===== src/hdl/clm_pkg.sv =====
// Shared types and constants for the cursor linked list manager.
// No dependencies; every other file of the block imports this package.
package clm_pkg;

    localparam int ACT_W  = 3;
    localparam int IDX_W  = 7;
    localparam int DATA_W = 16;
    localparam int ST_W   = 2;

    localparam logic [ACT_W-1:0] ACT_READ   = 3'd0;
    localparam logic [ACT_W-1:0] ACT_WRITE  = 3'd1;
    localparam logic [ACT_W-1:0] ACT_INSERT = 3'd2;
    localparam logic [ACT_W-1:0] ACT_DELETE = 3'd3;
    localparam logic [ACT_W-1:0] ACT_HEAD   = 3'd4;
    localparam logic [ACT_W-1:0] ACT_SUCC   = 3'd5;

    localparam logic [ST_W-1:0] ST_OK     = 2'd0;
    localparam logic [ST_W-1:0] ST_END    = 2'd1;
    localparam logic [ST_W-1:0] ST_FULL   = 2'd2;
    localparam logic [ST_W-1:0] ST_ABSENT = 2'd3;

    typedef enum logic [3:0] {
        S_IDLE,
        S_DISPATCH,
        S_READ_WAIT,
        S_SUCC_WAIT,
        S_WALK_INS,
        S_ALLOC,
        S_INS_LINK,
        S_WALK_DEL,
        S_DEL_FIX,
        S_DEL_FREE,
        S_RESP
    } state_t;

    typedef enum logic [4:0] {
        OP_NONE,
        OP_CAPTURE,
        OP_VAL_READ,
        OP_VAL_WRITE,
        OP_SET_DATA,
        OP_SET_HEAD,
        OP_ABSENT,
        OP_FULL,
        OP_LINK_READ_X,
        OP_SUCC_DONE,
        OP_WALK_START,
        OP_WALK_STEP,
        OP_INS_HIT,
        OP_FREE_READ,
        OP_ALLOC,
        OP_LINK_X,
        OP_DEL_HIT,
        OP_DEL_FIX,
        OP_DEL_FREE,
        OP_RESULT
    } dp_op_t;

    typedef struct packed {
        logic [ACT_W-1:0] act;
        logic             good;
        logic             head_zero;
        logic             free_zero;
        logic             x_is_head;
        logic             cur_hit;
        logic             lnk_hit;
        logic             lnk_zero;
        logic             out_free;
    } dp_stat_t;

endpackage


===== src/hdl/clm_req_if.sv =====
// Request channel of the list manager: valid/ready plus one request item.
// Depends on clm_pkg for field widths.
interface clm_req_if import clm_pkg::*; ();

    logic              valid;
    logic              ready;
    logic [ACT_W-1:0]  action;
    logic [IDX_W-1:0]  node_index;
    logic [DATA_W-1:0] data_in;

    modport source (output valid, output action, output node_index, output data_in,
                    input ready);
    modport sink   (input valid, input action, input node_index, input data_in,
                    output ready);

endinterface


===== src/hdl/clm_rsp_if.sv =====
// Response channel of the list manager: valid/ready plus one result item.
// Depends on clm_pkg for field widths.
interface clm_rsp_if import clm_pkg::*; ();

    logic              valid;
    logic              ready;
    logic [DATA_W-1:0] data_out;
    logic [IDX_W-1:0]  index_out;
    logic              list_empty;
    logic [ST_W-1:0]   status;

    modport source (output valid, output data_out, output index_out, output list_empty,
                    output status, input ready);
    modport sink   (input valid, input data_out, input index_out, input list_empty,
                    input status, output ready);

endinterface


===== src/hdl/clm_ctrl.sv =====
// Controller of the list manager: sequences one request through the datapath.
// Depends on clm_pkg (state_t, dp_op_t, dp_stat_t, action codes).
module clm_ctrl import clm_pkg::*; (
    input  logic     clk,
    input  logic     rst_n,
    input  logic     req_valid,
    output logic     req_ready,
    input  dp_stat_t stat,
    output dp_op_t   op
);

    state_t state_reg;
    state_t state_next;

    always_ff @(posedge clk or negedge rst_n)
    begin
        if (!rst_n)
        begin
            state_reg <= S_IDLE;
        end
        else
        begin
            state_reg <= state_next;
        end
    end

    // next state
    always_comb
    begin
        state_next = state_reg;
        unique case (state_reg)
            S_IDLE:
            begin
                if (req_valid)
                begin
                    state_next = S_DISPATCH;
                end
            end
            S_DISPATCH:
            begin
                unique case (stat.act)
                    ACT_READ:   state_next = stat.good ? S_READ_WAIT : S_RESP;
                    ACT_INSERT:
                    begin
                        if (stat.head_zero)
                        begin
                            state_next = stat.free_zero ? S_RESP : S_ALLOC;
                        end
                        else
                        begin
                            state_next = stat.good ? S_WALK_INS : S_RESP;
                        end
                    end
                    ACT_DELETE:
                    begin
                        if (!stat.good || stat.head_zero)
                        begin
                            state_next = S_RESP;
                        end
                        else
                        begin
                            state_next = stat.x_is_head ? S_DEL_FIX : S_WALK_DEL;
                        end
                    end
                    ACT_SUCC:   state_next = stat.good ? S_SUCC_WAIT : S_RESP;
                    default:    state_next = S_RESP;
                endcase
            end
            S_READ_WAIT: state_next = S_RESP;
            S_SUCC_WAIT: state_next = S_RESP;
            S_WALK_INS:
            begin
                if (stat.cur_hit)
                begin
                    state_next = stat.free_zero ? S_RESP : S_ALLOC;
                end
                else if (stat.lnk_zero)
                begin
                    state_next = S_RESP;
                end
            end
            S_ALLOC:     state_next = stat.head_zero ? S_RESP : S_INS_LINK;
            S_INS_LINK:  state_next = S_RESP;
            S_WALK_DEL:
            begin
                if (stat.lnk_hit)
                begin
                    state_next = S_DEL_FIX;
                end
                else if (stat.lnk_zero)
                begin
                    state_next = S_RESP;
                end
            end
            S_DEL_FIX:   state_next = S_DEL_FREE;
            S_DEL_FREE:  state_next = S_RESP;
            S_RESP:
            begin
                if (stat.out_free)
                begin
                    state_next = S_IDLE;
                end
            end
            default:     state_next = S_IDLE;
        endcase
    end

    // datapath command
    always_comb
    begin
        op        = OP_NONE;
        req_ready = 1'b0;
        unique case (state_reg)
            S_IDLE:
            begin
                req_ready = 1'b1;
                if (req_valid)
                begin
                    op = OP_CAPTURE;
                end
            end
            S_DISPATCH:
            begin
                unique case (stat.act)
                    ACT_READ:  op = stat.good ? OP_VAL_READ : OP_ABSENT;
                    ACT_WRITE: op = stat.good ? OP_VAL_WRITE : OP_ABSENT;
                    ACT_INSERT:
                    begin
                        if (stat.head_zero)
                        begin
                            op = stat.free_zero ? OP_FULL : OP_FREE_READ;
                        end
                        else
                        begin
                            op = stat.good ? OP_WALK_START : OP_ABSENT;
                        end
                    end
                    ACT_DELETE:
                    begin
                        if (!stat.good || stat.head_zero)
                        begin
                            op = OP_ABSENT;
                        end
                        else
                        begin
                            op = stat.x_is_head ? OP_LINK_READ_X : OP_WALK_START;
                        end
                    end
                    ACT_HEAD:  op = OP_SET_HEAD;
                    ACT_SUCC:  op = stat.good ? OP_LINK_READ_X : OP_ABSENT;
                    default:   op = OP_NONE;
                endcase
            end
            S_READ_WAIT: op = OP_SET_DATA;
            S_SUCC_WAIT: op = OP_SUCC_DONE;
            S_WALK_INS:
            begin
                if (stat.cur_hit)
                begin
                    op = stat.free_zero ? OP_FULL : OP_INS_HIT;
                end
                else
                begin
                    op = stat.lnk_zero ? OP_ABSENT : OP_WALK_STEP;
                end
            end
            S_ALLOC:     op = OP_ALLOC;
            S_INS_LINK:  op = OP_LINK_X;
            S_WALK_DEL:
            begin
                if (stat.lnk_hit)
                begin
                    op = OP_DEL_HIT;
                end
                else
                begin
                    op = stat.lnk_zero ? OP_ABSENT : OP_WALK_STEP;
                end
            end
            S_DEL_FIX:   op = OP_DEL_FIX;
            S_DEL_FREE:  op = OP_DEL_FREE;
            S_RESP:      op = stat.out_free ? OP_RESULT : OP_NONE;
            default:     op = OP_NONE;
        endcase
    end

endmodule


===== src/hdl/clm_dp.sv =====
// Datapath of the list manager: link and value tables, list pointers, result register.
// Depends on clm_pkg and clm_rsp_if; driven one command per cycle by clm_ctrl.
module clm_dp import clm_pkg::*; #(
    parameter int ENTRIES     = 128,
    parameter int VALUE_WIDTH = 16
) (
    input  logic              clk,
    input  logic              rst_n,
    input  dp_op_t            op,
    input  logic [ACT_W-1:0]  req_action,
    input  logic [IDX_W-1:0]  req_node_index,
    input  logic [DATA_W-1:0] req_data_in,
    output dp_stat_t          stat,
    clm_rsp_if.source         rsp
);

    localparam int IW = $clog2(ENTRIES);

    typedef logic [IW-1:0]          node_t;
    typedef logic [VALUE_WIDTH-1:0] value_t;

    node_t  link_mem  [ENTRIES];
    value_t value_mem [ENTRIES];

    logic [ACT_W-1:0]  act_reg,  act_next;
    logic [IDX_W-1:0]  idx_reg,  idx_next;
    logic [DATA_W-1:0] data_reg, data_next;
    node_t             cur_reg,  cur_next;
    node_t             save_reg, save_next;
    node_t             pred_reg, pred_next;
    logic [DATA_W-1:0] res_data_reg,   res_data_next;
    node_t             res_index_reg,  res_index_next;
    logic [ST_W-1:0]   res_status_reg, res_status_next;
    node_t             head_reg, head_next;
    node_t             free_reg, free_next;
    node_t             hwm_reg,  hwm_next;
    logic              out_valid_reg,  out_valid_next;
    logic [DATA_W-1:0] out_data_reg,   out_data_next;
    logic [IDX_W-1:0]  out_index_reg,  out_index_next;
    logic              out_empty_reg,  out_empty_next;
    logic [ST_W-1:0]   out_status_reg, out_status_next;

    node_t  link_rd_reg;
    node_t  init_reg;
    logic   fresh_reg;
    value_t val_rd_reg;

    logic   link_we, link_re, val_we, val_re;
    node_t  link_wa, link_wd, link_ra, val_wa;
    value_t val_in;
    node_t  x_node, lnk, init_link;
    logic [IW:0] init_sum;
    logic   out_free;

    assign x_node   = IW'(idx_reg);
    assign val_in   = VALUE_WIDTH'(data_reg);
    // never-allocated entries read as their reset link, computed here rather than stored
    assign lnk      = fresh_reg ? init_reg : link_rd_reg;
    assign out_free = !out_valid_reg || rsp.ready;

    assign init_sum  = (IW+1)'(link_ra) + (IW+1)'(1);
    assign init_link = (init_sum < (IW+1)'(ENTRIES)) ? IW'(init_sum) : '0;

    assign stat.act       = act_reg;
    assign stat.good      = (idx_reg != '0) && (32'(idx_reg) < ENTRIES);
    assign stat.head_zero = (head_reg == '0);
    assign stat.free_zero = (free_reg == '0);
    assign stat.x_is_head = (head_reg == x_node);
    assign stat.cur_hit   = (cur_reg == x_node);
    assign stat.lnk_hit   = (lnk == x_node);
    assign stat.lnk_zero  = (lnk == '0);
    assign stat.out_free  = out_free;

    always_comb
    begin
        act_next        = act_reg;
        idx_next        = idx_reg;
        data_next       = data_reg;
        cur_next        = cur_reg;
        save_next       = save_reg;
        pred_next       = pred_reg;
        res_data_next   = res_data_reg;
        res_index_next  = res_index_reg;
        res_status_next = res_status_reg;
        head_next       = head_reg;
        free_next       = free_reg;
        hwm_next        = hwm_reg;
        out_valid_next  = out_valid_reg && !rsp.ready;
        out_data_next   = out_data_reg;
        out_index_next  = out_index_reg;
        out_empty_next  = out_empty_reg;
        out_status_next = out_status_reg;
        link_we = 1'b0;
        link_wa = x_node;
        link_wd = free_reg;
        link_re = 1'b0;
        link_ra = x_node;
        val_we  = 1'b0;
        val_wa  = x_node;
        val_re  = 1'b0;
        unique case (op)
            OP_CAPTURE:
            begin
                act_next        = req_action;
                idx_next        = req_node_index;
                data_next       = req_data_in;
                save_next       = '0;
                pred_next       = '0;
                res_data_next   = '0;
                res_index_next  = '0;
                res_status_next = ST_OK;
            end
            OP_VAL_READ:    val_re = 1'b1;
            OP_VAL_WRITE:   val_we = 1'b1;
            OP_SET_DATA:    res_data_next = DATA_W'(val_rd_reg);
            OP_SET_HEAD:    res_index_next = head_reg;
            OP_ABSENT:      res_status_next = ST_ABSENT;
            OP_FULL:        res_status_next = ST_FULL;
            OP_LINK_READ_X: link_re = 1'b1;
            OP_SUCC_DONE:
            begin
                if (lnk == '0)
                begin
                    res_status_next = ST_END;
                end
                else
                begin
                    res_index_next = lnk;
                end
            end
            OP_WALK_START:
            begin
                cur_next = head_reg;
                link_re  = 1'b1;
                link_ra  = head_reg;
            end
            OP_WALK_STEP:
            begin
                cur_next = lnk;
                link_re  = 1'b1;
                link_ra  = lnk;
            end
            OP_INS_HIT:
            begin
                save_next = lnk;
                link_re   = 1'b1;
                link_ra   = free_reg;
            end
            OP_FREE_READ:
            begin
                link_re = 1'b1;
                link_ra = free_reg;
            end
            OP_ALLOC:
            begin
                link_we        = 1'b1;
                link_wa        = free_reg;
                link_wd        = save_reg;
                val_we         = 1'b1;
                val_wa         = free_reg;
                free_next      = lnk;
                res_index_next = free_reg;
                if (head_reg == '0)
                begin
                    head_next = free_reg;
                end
                if (free_reg > hwm_reg)
                begin
                    hwm_next = free_reg;
                end
            end
            OP_LINK_X:
            begin
                link_we = 1'b1;
                link_wd = res_index_reg;
            end
            OP_DEL_HIT:
            begin
                pred_next = cur_reg;
                link_re   = 1'b1;
            end
            OP_DEL_FIX:
            begin
                if (pred_reg == '0)
                begin
                    head_next = lnk;
                end
                else
                begin
                    link_we = 1'b1;
                    link_wa = pred_reg;
                    link_wd = lnk;
                end
            end
            OP_DEL_FREE:
            begin
                link_we   = 1'b1;
                free_next = x_node;
            end
            OP_RESULT:
            begin
                out_valid_next  = 1'b1;
                out_data_next   = res_data_reg;
                out_index_next  = IDX_W'(res_index_reg);
                out_empty_next  = (head_reg == '0);
                out_status_next = res_status_reg;
            end
            default: ;
        endcase
    end

    always_ff @(posedge clk or negedge rst_n)
    begin
        if (!rst_n)
        begin
            head_reg      <= '0;
            free_reg      <= IW'(1);
            hwm_reg       <= '0;
            out_valid_reg <= 1'b0;
        end
        else
        begin
            head_reg      <= head_next;
            free_reg      <= free_next;
            hwm_reg       <= hwm_next;
            out_valid_reg <= out_valid_next;
        end
    end

    always_ff @(posedge clk)
    begin
        act_reg        <= act_next;
        idx_reg        <= idx_next;
        data_reg       <= data_next;
        cur_reg        <= cur_next;
        save_reg       <= save_next;
        pred_reg       <= pred_next;
        res_data_reg   <= res_data_next;
        res_index_reg  <= res_index_next;
        res_status_reg <= res_status_next;
        out_data_reg   <= out_data_next;
        out_index_reg  <= out_index_next;
        out_empty_reg  <= out_empty_next;
        out_status_reg <= out_status_next;
    end

    always_ff @(posedge clk)
    begin
        if (link_we)
        begin
            link_mem[link_wa] <= link_wd;
        end
        if (link_re)
        begin
            link_rd_reg <= link_mem[link_ra];
            fresh_reg   <= (link_ra > hwm_reg);
            init_reg    <= init_link;
        end
    end

    always_ff @(posedge clk)
    begin
        if (val_we)
        begin
            value_mem[val_wa] <= val_in;
        end
        if (val_re)
        begin
            val_rd_reg <= value_mem[x_node];
        end
    end

    assign rsp.valid      = out_valid_reg;
    assign rsp.data_out   = out_data_reg;
    assign rsp.index_out  = out_index_reg;
    assign rsp.list_empty = out_empty_reg;
    assign rsp.status     = out_status_reg;

`ifndef SYNTHESIS
    a_head_free_apart: assert property (@(posedge clk) disable iff (!rst_n)
        !(head_reg == free_reg && head_reg != '0))
        else $error("list head and free head point to the same node");

    a_alloc_nonfull: assert property (@(posedge clk) disable iff (!rst_n)
        op == OP_ALLOC |-> free_reg != '0)
        else $error("allocation from an empty free list");

    a_hwm_monotonic: assert property (@(posedge clk) disable iff (!rst_n)
        1'b1 |=> hwm_reg >= $past(hwm_reg))
        else $error("allocation mark moved backward");

    a_result_slot_free: assert property (@(posedge clk) disable iff (!rst_n)
        op == OP_RESULT |-> out_free)
        else $error("result loaded over an item not yet taken");
`endif

endmodule


===== src/hdl/cursor_linked_list_manager_unit.sv =====
// Cursor linked list manager: one singly linked list in a fixed node table.
//
// Channels: req (sink) carries action, node_index and data_in; rsp (source)
// carries data_out, index_out, list_empty and status. Each accepted item
// gives exactly one result item, in order.
// Path of an accepted request: it is captured, then dispatched on its action. A
// write or get head completes at dispatch; a read or get successor waits for its
// table read; an insert into a non-empty list or a delete of a non-head node first
// walks the list from the head. An insert then allocates from the free list and,
// after a node, links the new node in; a delete fixes the predecessor link or the
// head and then frees the node. Requests refused go straight to the result.
// The walk follows one link per cycle through the single read port of the
// link table; requests are handled one at a time, so the next item is taken the
// cycle after the previous result is loaded.
// A new item is accepted while the previous result waits in the output
// register; a stalled rsp holds its item and the next result waits for it.
// Reset empties the list and threads entries 1 and up onto the free list at once;
// entries never allocated read as their reset link, so no clearing pass runs.
// Depends on clm_pkg, clm_req_if, clm_rsp_if, clm_ctrl and clm_dp.
module cursor_linked_list_manager_unit import clm_pkg::*; #(
    parameter int ENTRIES     = 128,
    parameter int VALUE_WIDTH = 16
) (
    input  logic      clk,
    input  logic      rst_n,
    clm_req_if.sink   req,
    clm_rsp_if.source rsp
);

    dp_op_t   op;
    dp_stat_t stat;
    logic     ctrl_ready;

    assign req.ready = ctrl_ready;

    clm_ctrl u_ctrl (
        .clk       (clk),
        .rst_n     (rst_n),
        .req_valid (req.valid),
        .req_ready (ctrl_ready),
        .stat      (stat),
        .op        (op)
    );

    clm_dp #(
        .ENTRIES     (ENTRIES),
        .VALUE_WIDTH (VALUE_WIDTH)
    ) u_dp (
        .clk            (clk),
        .rst_n          (rst_n),
        .op             (op),
        .req_action     (req.action),
        .req_node_index (req.node_index),
        .req_data_in    (req.data_in),
        .stat           (stat),
        .rsp            (rsp)
    );

endmodule

===== src/flat_wrapper.sv =====
// flat-port wrapper written by rule: the top's interface ports become plain ports
module cursor_linked_list_manager_unit_flat import clm_pkg::*;
#(
    parameter int ENTRIES     = 128,
    parameter int VALUE_WIDTH = 16
)
  (clk, rst_n, req_valid, req_action, req_node_index, req_data_in, req_ready, rsp_valid, rsp_data_out, rsp_index_out, rsp_list_empty, rsp_status, rsp_ready);
  clm_req_if req_i ();
  clm_rsp_if rsp_i ();
  input  logic clk;
  input  logic rst_n;
  input wire logic [$bits(req_i.valid)-1:0] req_valid;
  input wire logic [$bits(req_i.action)-1:0] req_action;
  input wire logic [$bits(req_i.node_index)-1:0] req_node_index;
  input wire logic [$bits(req_i.data_in)-1:0] req_data_in;
  output wire logic [$bits(req_i.ready)-1:0] req_ready;
  output wire logic [$bits(rsp_i.valid)-1:0] rsp_valid;
  output wire logic [$bits(rsp_i.data_out)-1:0] rsp_data_out;
  output wire logic [$bits(rsp_i.index_out)-1:0] rsp_index_out;
  output wire logic [$bits(rsp_i.list_empty)-1:0] rsp_list_empty;
  output wire logic [$bits(rsp_i.status)-1:0] rsp_status;
  input wire logic [$bits(rsp_i.ready)-1:0] rsp_ready;
  assign req_i.valid = req_valid;
  assign req_i.action = req_action;
  assign req_i.node_index = req_node_index;
  assign req_i.data_in = req_data_in;
  assign req_ready = req_i.ready;
  assign rsp_valid = rsp_i.valid;
  assign rsp_data_out = rsp_i.data_out;
  assign rsp_index_out = rsp_i.index_out;
  assign rsp_list_empty = rsp_i.list_empty;
  assign rsp_status = rsp_i.status;
  assign rsp_i.ready = rsp_ready;
  cursor_linked_list_manager_unit #(.ENTRIES(ENTRIES), .VALUE_WIDTH(VALUE_WIDTH)) u_core (.clk(clk), .rst_n(rst_n), .req(req_i), .rsp(rsp_i));
endmodule

===== config.mk =====
export PLATFORM = sky130hd
export DESIGN_NAME = cursor_linked_list_manager_unit_flat
export DESIGN_NICKNAME = d
export VERILOG_FILES = /design/src/hdl/clm_pkg.sv /design/src/hdl/clm_req_if.sv /design/src/hdl/clm_rsp_if.sv /design/src/hdl/clm_ctrl.sv /design/src/hdl/clm_dp.sv /design/src/hdl/cursor_linked_list_manager_unit.sv /design/src/flat_wrapper.sv
export SDC_FILE = /design/constraint.sdc
export NUM_CORES = 2
export LEC_CHECK = 0
export ABC_CLOCK_PERIOD_IN_PS = 4590
export BUFFER_PORTS_ARGS = -buffer_cell sky130_fd_sc_hd__buf_4
export CORE_MARGIN = 3
export CORE_UTILIZATION = 30
export DETAILED_ROUTE_END_ITERATION = 8
export GPL_ROUTABILITY_DRIVEN = 0
export PLACE_DENSITY = 0.45
export SLEW_MARGIN = 20
export SYNTH_ARGS = -nofsm -noshare
export SYNTH_HDL_FRONTEND = slang
export SYNTH_SLANG_ARGS = --single-unit

===== constraint.sdc =====
create_clock -name clk -period 4.59 [get_ports clk]
set_input_delay 0.2295 -clock clk [delete_from_list [all_inputs] [get_ports clk]]
set_output_delay 0.2295 -clock clk [all_outputs]
set_load 0.03 [all_outputs]

==> metrics.cfg <==
[timing]
rsz0062_at_grt = true
period_minus_slack_ns = 4.92
hold_slack_ns = 0.0909
hold_viol = 0
finalClockSkew_ns = 0.0843
slew_viol_final = 0
setup_viol = 7
timing.final.crit_share = 1.07
setup_tns_ns = -1.73
max_freq_ghz = 0.203
max-slew-margin-rel = 0.228
worst_pin_slew_ns = 1.16
finalWorstSetupSlack_ns = -0.330

[critical_path]
arrival_ns = 5.56
rr_worst_depth = 23
start_kind = flip-flop
crit_required_ns = 5.23
r2r_end = u_core.u_dp.link_rd_reg[6]
timing.rr.start = u_core.u_dp.head_reg[3]
critPathCaptureType = flip-flop
cp_max_fo = 7
critPathKind = flip-flop to flip-flop
crit_path_max_incr_delay_ns = 0.53
rrSetupSlack_ns = -0.33
cp_num_buf_inv = 9
crit_chain = or4_1, or4_4, clkinv_4, buf_6, nor4b_4, o31ai_4, nor3_4, buf_6, nor3_4, buf_6, o211ai_4, nand3_4, inv_16, buf_8, buf_12, buf_12, mux2i_4, o221ai_2, buf_4, a21oi_4, nor3_4, nor4_4, a22oi_2
cp_top_family = simple AND/OR/NAND/NOR gates
cpMaxStageDelayCell = or4_1

[synth]
synth.most_common_cell = edfxtp_1
synth_edf_count = 3073
synth_top_area_frac = 0.755
yosysTopAreaCell = edfxtp_1
ys_seq_area_frac = 0.761
ys.flop_type = edfxtp_1
yosysUniqueCellTypes = 89
synthArstFlopShare = 0.00839
syn_area_mm2 = 0.122
synthTopCellsByCount = edfxtp_1 (3,073), mux4_2 (672), nand2_1 (669), nor2_1 (358), nand3_1 (261)
syn-num-nets = 6429
yosysWarnings = 0
synth_cells = 6384
postSynthAreaPerCell_um2 = 19.1
synth-seq-cells = 3099
yosys-top-cells-area = edfxtp_1 (76%), mux4_2 (12%), nand2_1 (2.1%)

[cts]
htreeDepth = 5
root_buffer = clkbuf_16
clk_path_buf_depth = 4
cts_buffers = 342
clk_pin_slew_ns = 0.06
cts_tree = built
clk_latency_ns = 0.94
cts_sinks = 3099

[die]
boundaryPins = 58
die_x_um = 644
die_y_um = 644
rows = 233
dieArea_mm2 = 0.415
start_util = 0.302
core_mm2 = 0.404

[power]
powerDensity_mw_per_mm2 = 559
ir_drop_uv = 385
p_leak_uw = 0.0485

[finish]
nets = 7409
n_fill_cell = 37400
final_cell_area_mm2 = 0.150
reg_top3 = u_core.u_dp.value_mem (2048), u_core.u_dp.link_mem (896)
largest_register_ffs = 2048
final_cells = 13100
final_util = 0.371
area_growth_pct = 22.6
drive_above_1_share = 0.332
regMostFlops = u_core.u_dp.value_mem

[run_status]
outcome = finished, violations left
failed_checks = negative setup slack

[worst_hold_path]
hp-start = req_data_in[10]
hp-class = input pin to flip-flop
whs_endpoint = u_core.u_dp.data_reg[10]
hold_path_depth = 2

[global_routing]
overflow = 0
grt_usage = 0.178
antenna_found_initial = 17
grt_pass1_vias = 67500
grt_pass1_wl_um = 531000
grt_max_degree = 130

[routing]
drt_iter0_drc = 6294
avgViaCountPerCell = 5.05
post_drt_wl_per_cell_um = 29.0
drtAntennaViolNets = 0
via_count = 65900
drt_pre_antenna_iters = 8
drc = 0
routed_wl_um = 378000

[placed_design]
dp_hpwl_um = 225000
portBuffers = 57
place_inst = 12300
place_area_mm2 = 0.135

[job]
max-cap-violations = 0

==> what timing repair did <==
item / CTS / global route
endpoints found under the hold margin: 54 / 0
resized for setup: 226 / 194
pin swaps: 37 / 66
endpoints found under the setup margin: 12 / 18
hold buffers: 36 / 0
cloned: 11 / 8
buffers inserted: 46 / 28
==> stage by stage <==
step                      setup slack, ns  total power, uW
final                              -0.330            83800
after global placement              -1.13            54800
after global routing               -0.441            86900
after detailed placement            -1.02            54900
after floorplan                    0.0143            44800
after CTS                          -0.287            83500
==> power by group <==
group	leakage [uW]	total (uW)	internal, uW	switching (uW)
sequential	0.0281	34200	33800	362
combinational	0.0151	23000	8720	14300
clock	0.00523	26600	15400	11200
==> worst max path at each step <==
| stage | from | to | slack, ns | cells after the start |
|---|---|---|---|---|
| after floorplan | u_core.u_dp.head_reg[3] | u_core.u_dp.link_rd_reg[0] | 0.01 | 20 |
| after global placement | u_core.u_dp.head_reg[3] | u_core.u_dp.link_rd_reg[6] | -1.13 | 19 |
| after detailed placement | u_core.u_dp.head_reg[3] | u_core.u_dp.link_rd_reg[6] | -1.02 | 21 |
| after CTS | u_core.u_dp.head_reg[3] | u_core.u_dp.link_rd_reg[6] | -0.29 | 20 |
| after global routing | u_core.u_dp.head_reg[3] | u_core.u_dp.link_rd_reg[6] | -0.44 | 21 |
| final | u_core.u_dp.head_reg[3] | u_core.u_dp.link_rd_reg[6] | -0.33 | 23 |
==> cell type report <==
| type | count | area [um^2] | area share |
|---|---|---|---|
| Clock inverter | 178 | 1700 | 0.0113 |
| Timing Repair inverter | 1 | 16.3 | 0.000109 |
| Sequential cell | 3099 | 92900 | 0.620 |
| Inverter | 25 | 141 | 0.000944 |
| Antenna cell | 12 | 30.0 | 0.000200 |
| Timing Repair Buffer | 1003 | 9630 | 0.0643 |
| Clock buffer | 438 | 9030 | 0.0603 |
| Tap cell | 5405 | 6760 | 0.0451 |
| Multi-Input combinational cell | 2892 | 29600 | 0.197 |
==> metal layers <==
metal | share of wire | GRT usage
met4 | 0.029 | 0.0488
met3 | 0.049 | 0.0222
met2 | 0.50 | 0.302
met5 | 0 | 0
met1 | 0.42 | 0.240
==> layout by cell type (no fill, tap or decap), types with 90 or more instances in the layout <==
cell type and n:
mux2i_1 101, clkbuf_1 90, nor2_2 131, buf_4 792, nand3_1 248, clkbuf_16 355, nand2_1 653, a21oi_1 135
buf_12 98, edfxtp_1 3073, nor2_1 223, mux4_2 672
==> kinds of logic (layout without fill, tap and decap cells) <==
family          Yosys count  after routing  share of synthesized area
mux                     856            856                      0.139
compound gates          504            504                     0.0284
simple gates           1489           1489                     0.0531
flops                  3099           3099                      0.761
other cells               0             12                          0
fa+ha+maj                15             15                    0.00154
buf+inv                 393           1645                     0.0147
xor+xnor                 28             28                    0.00201
(Power assumes the default switching activity.)
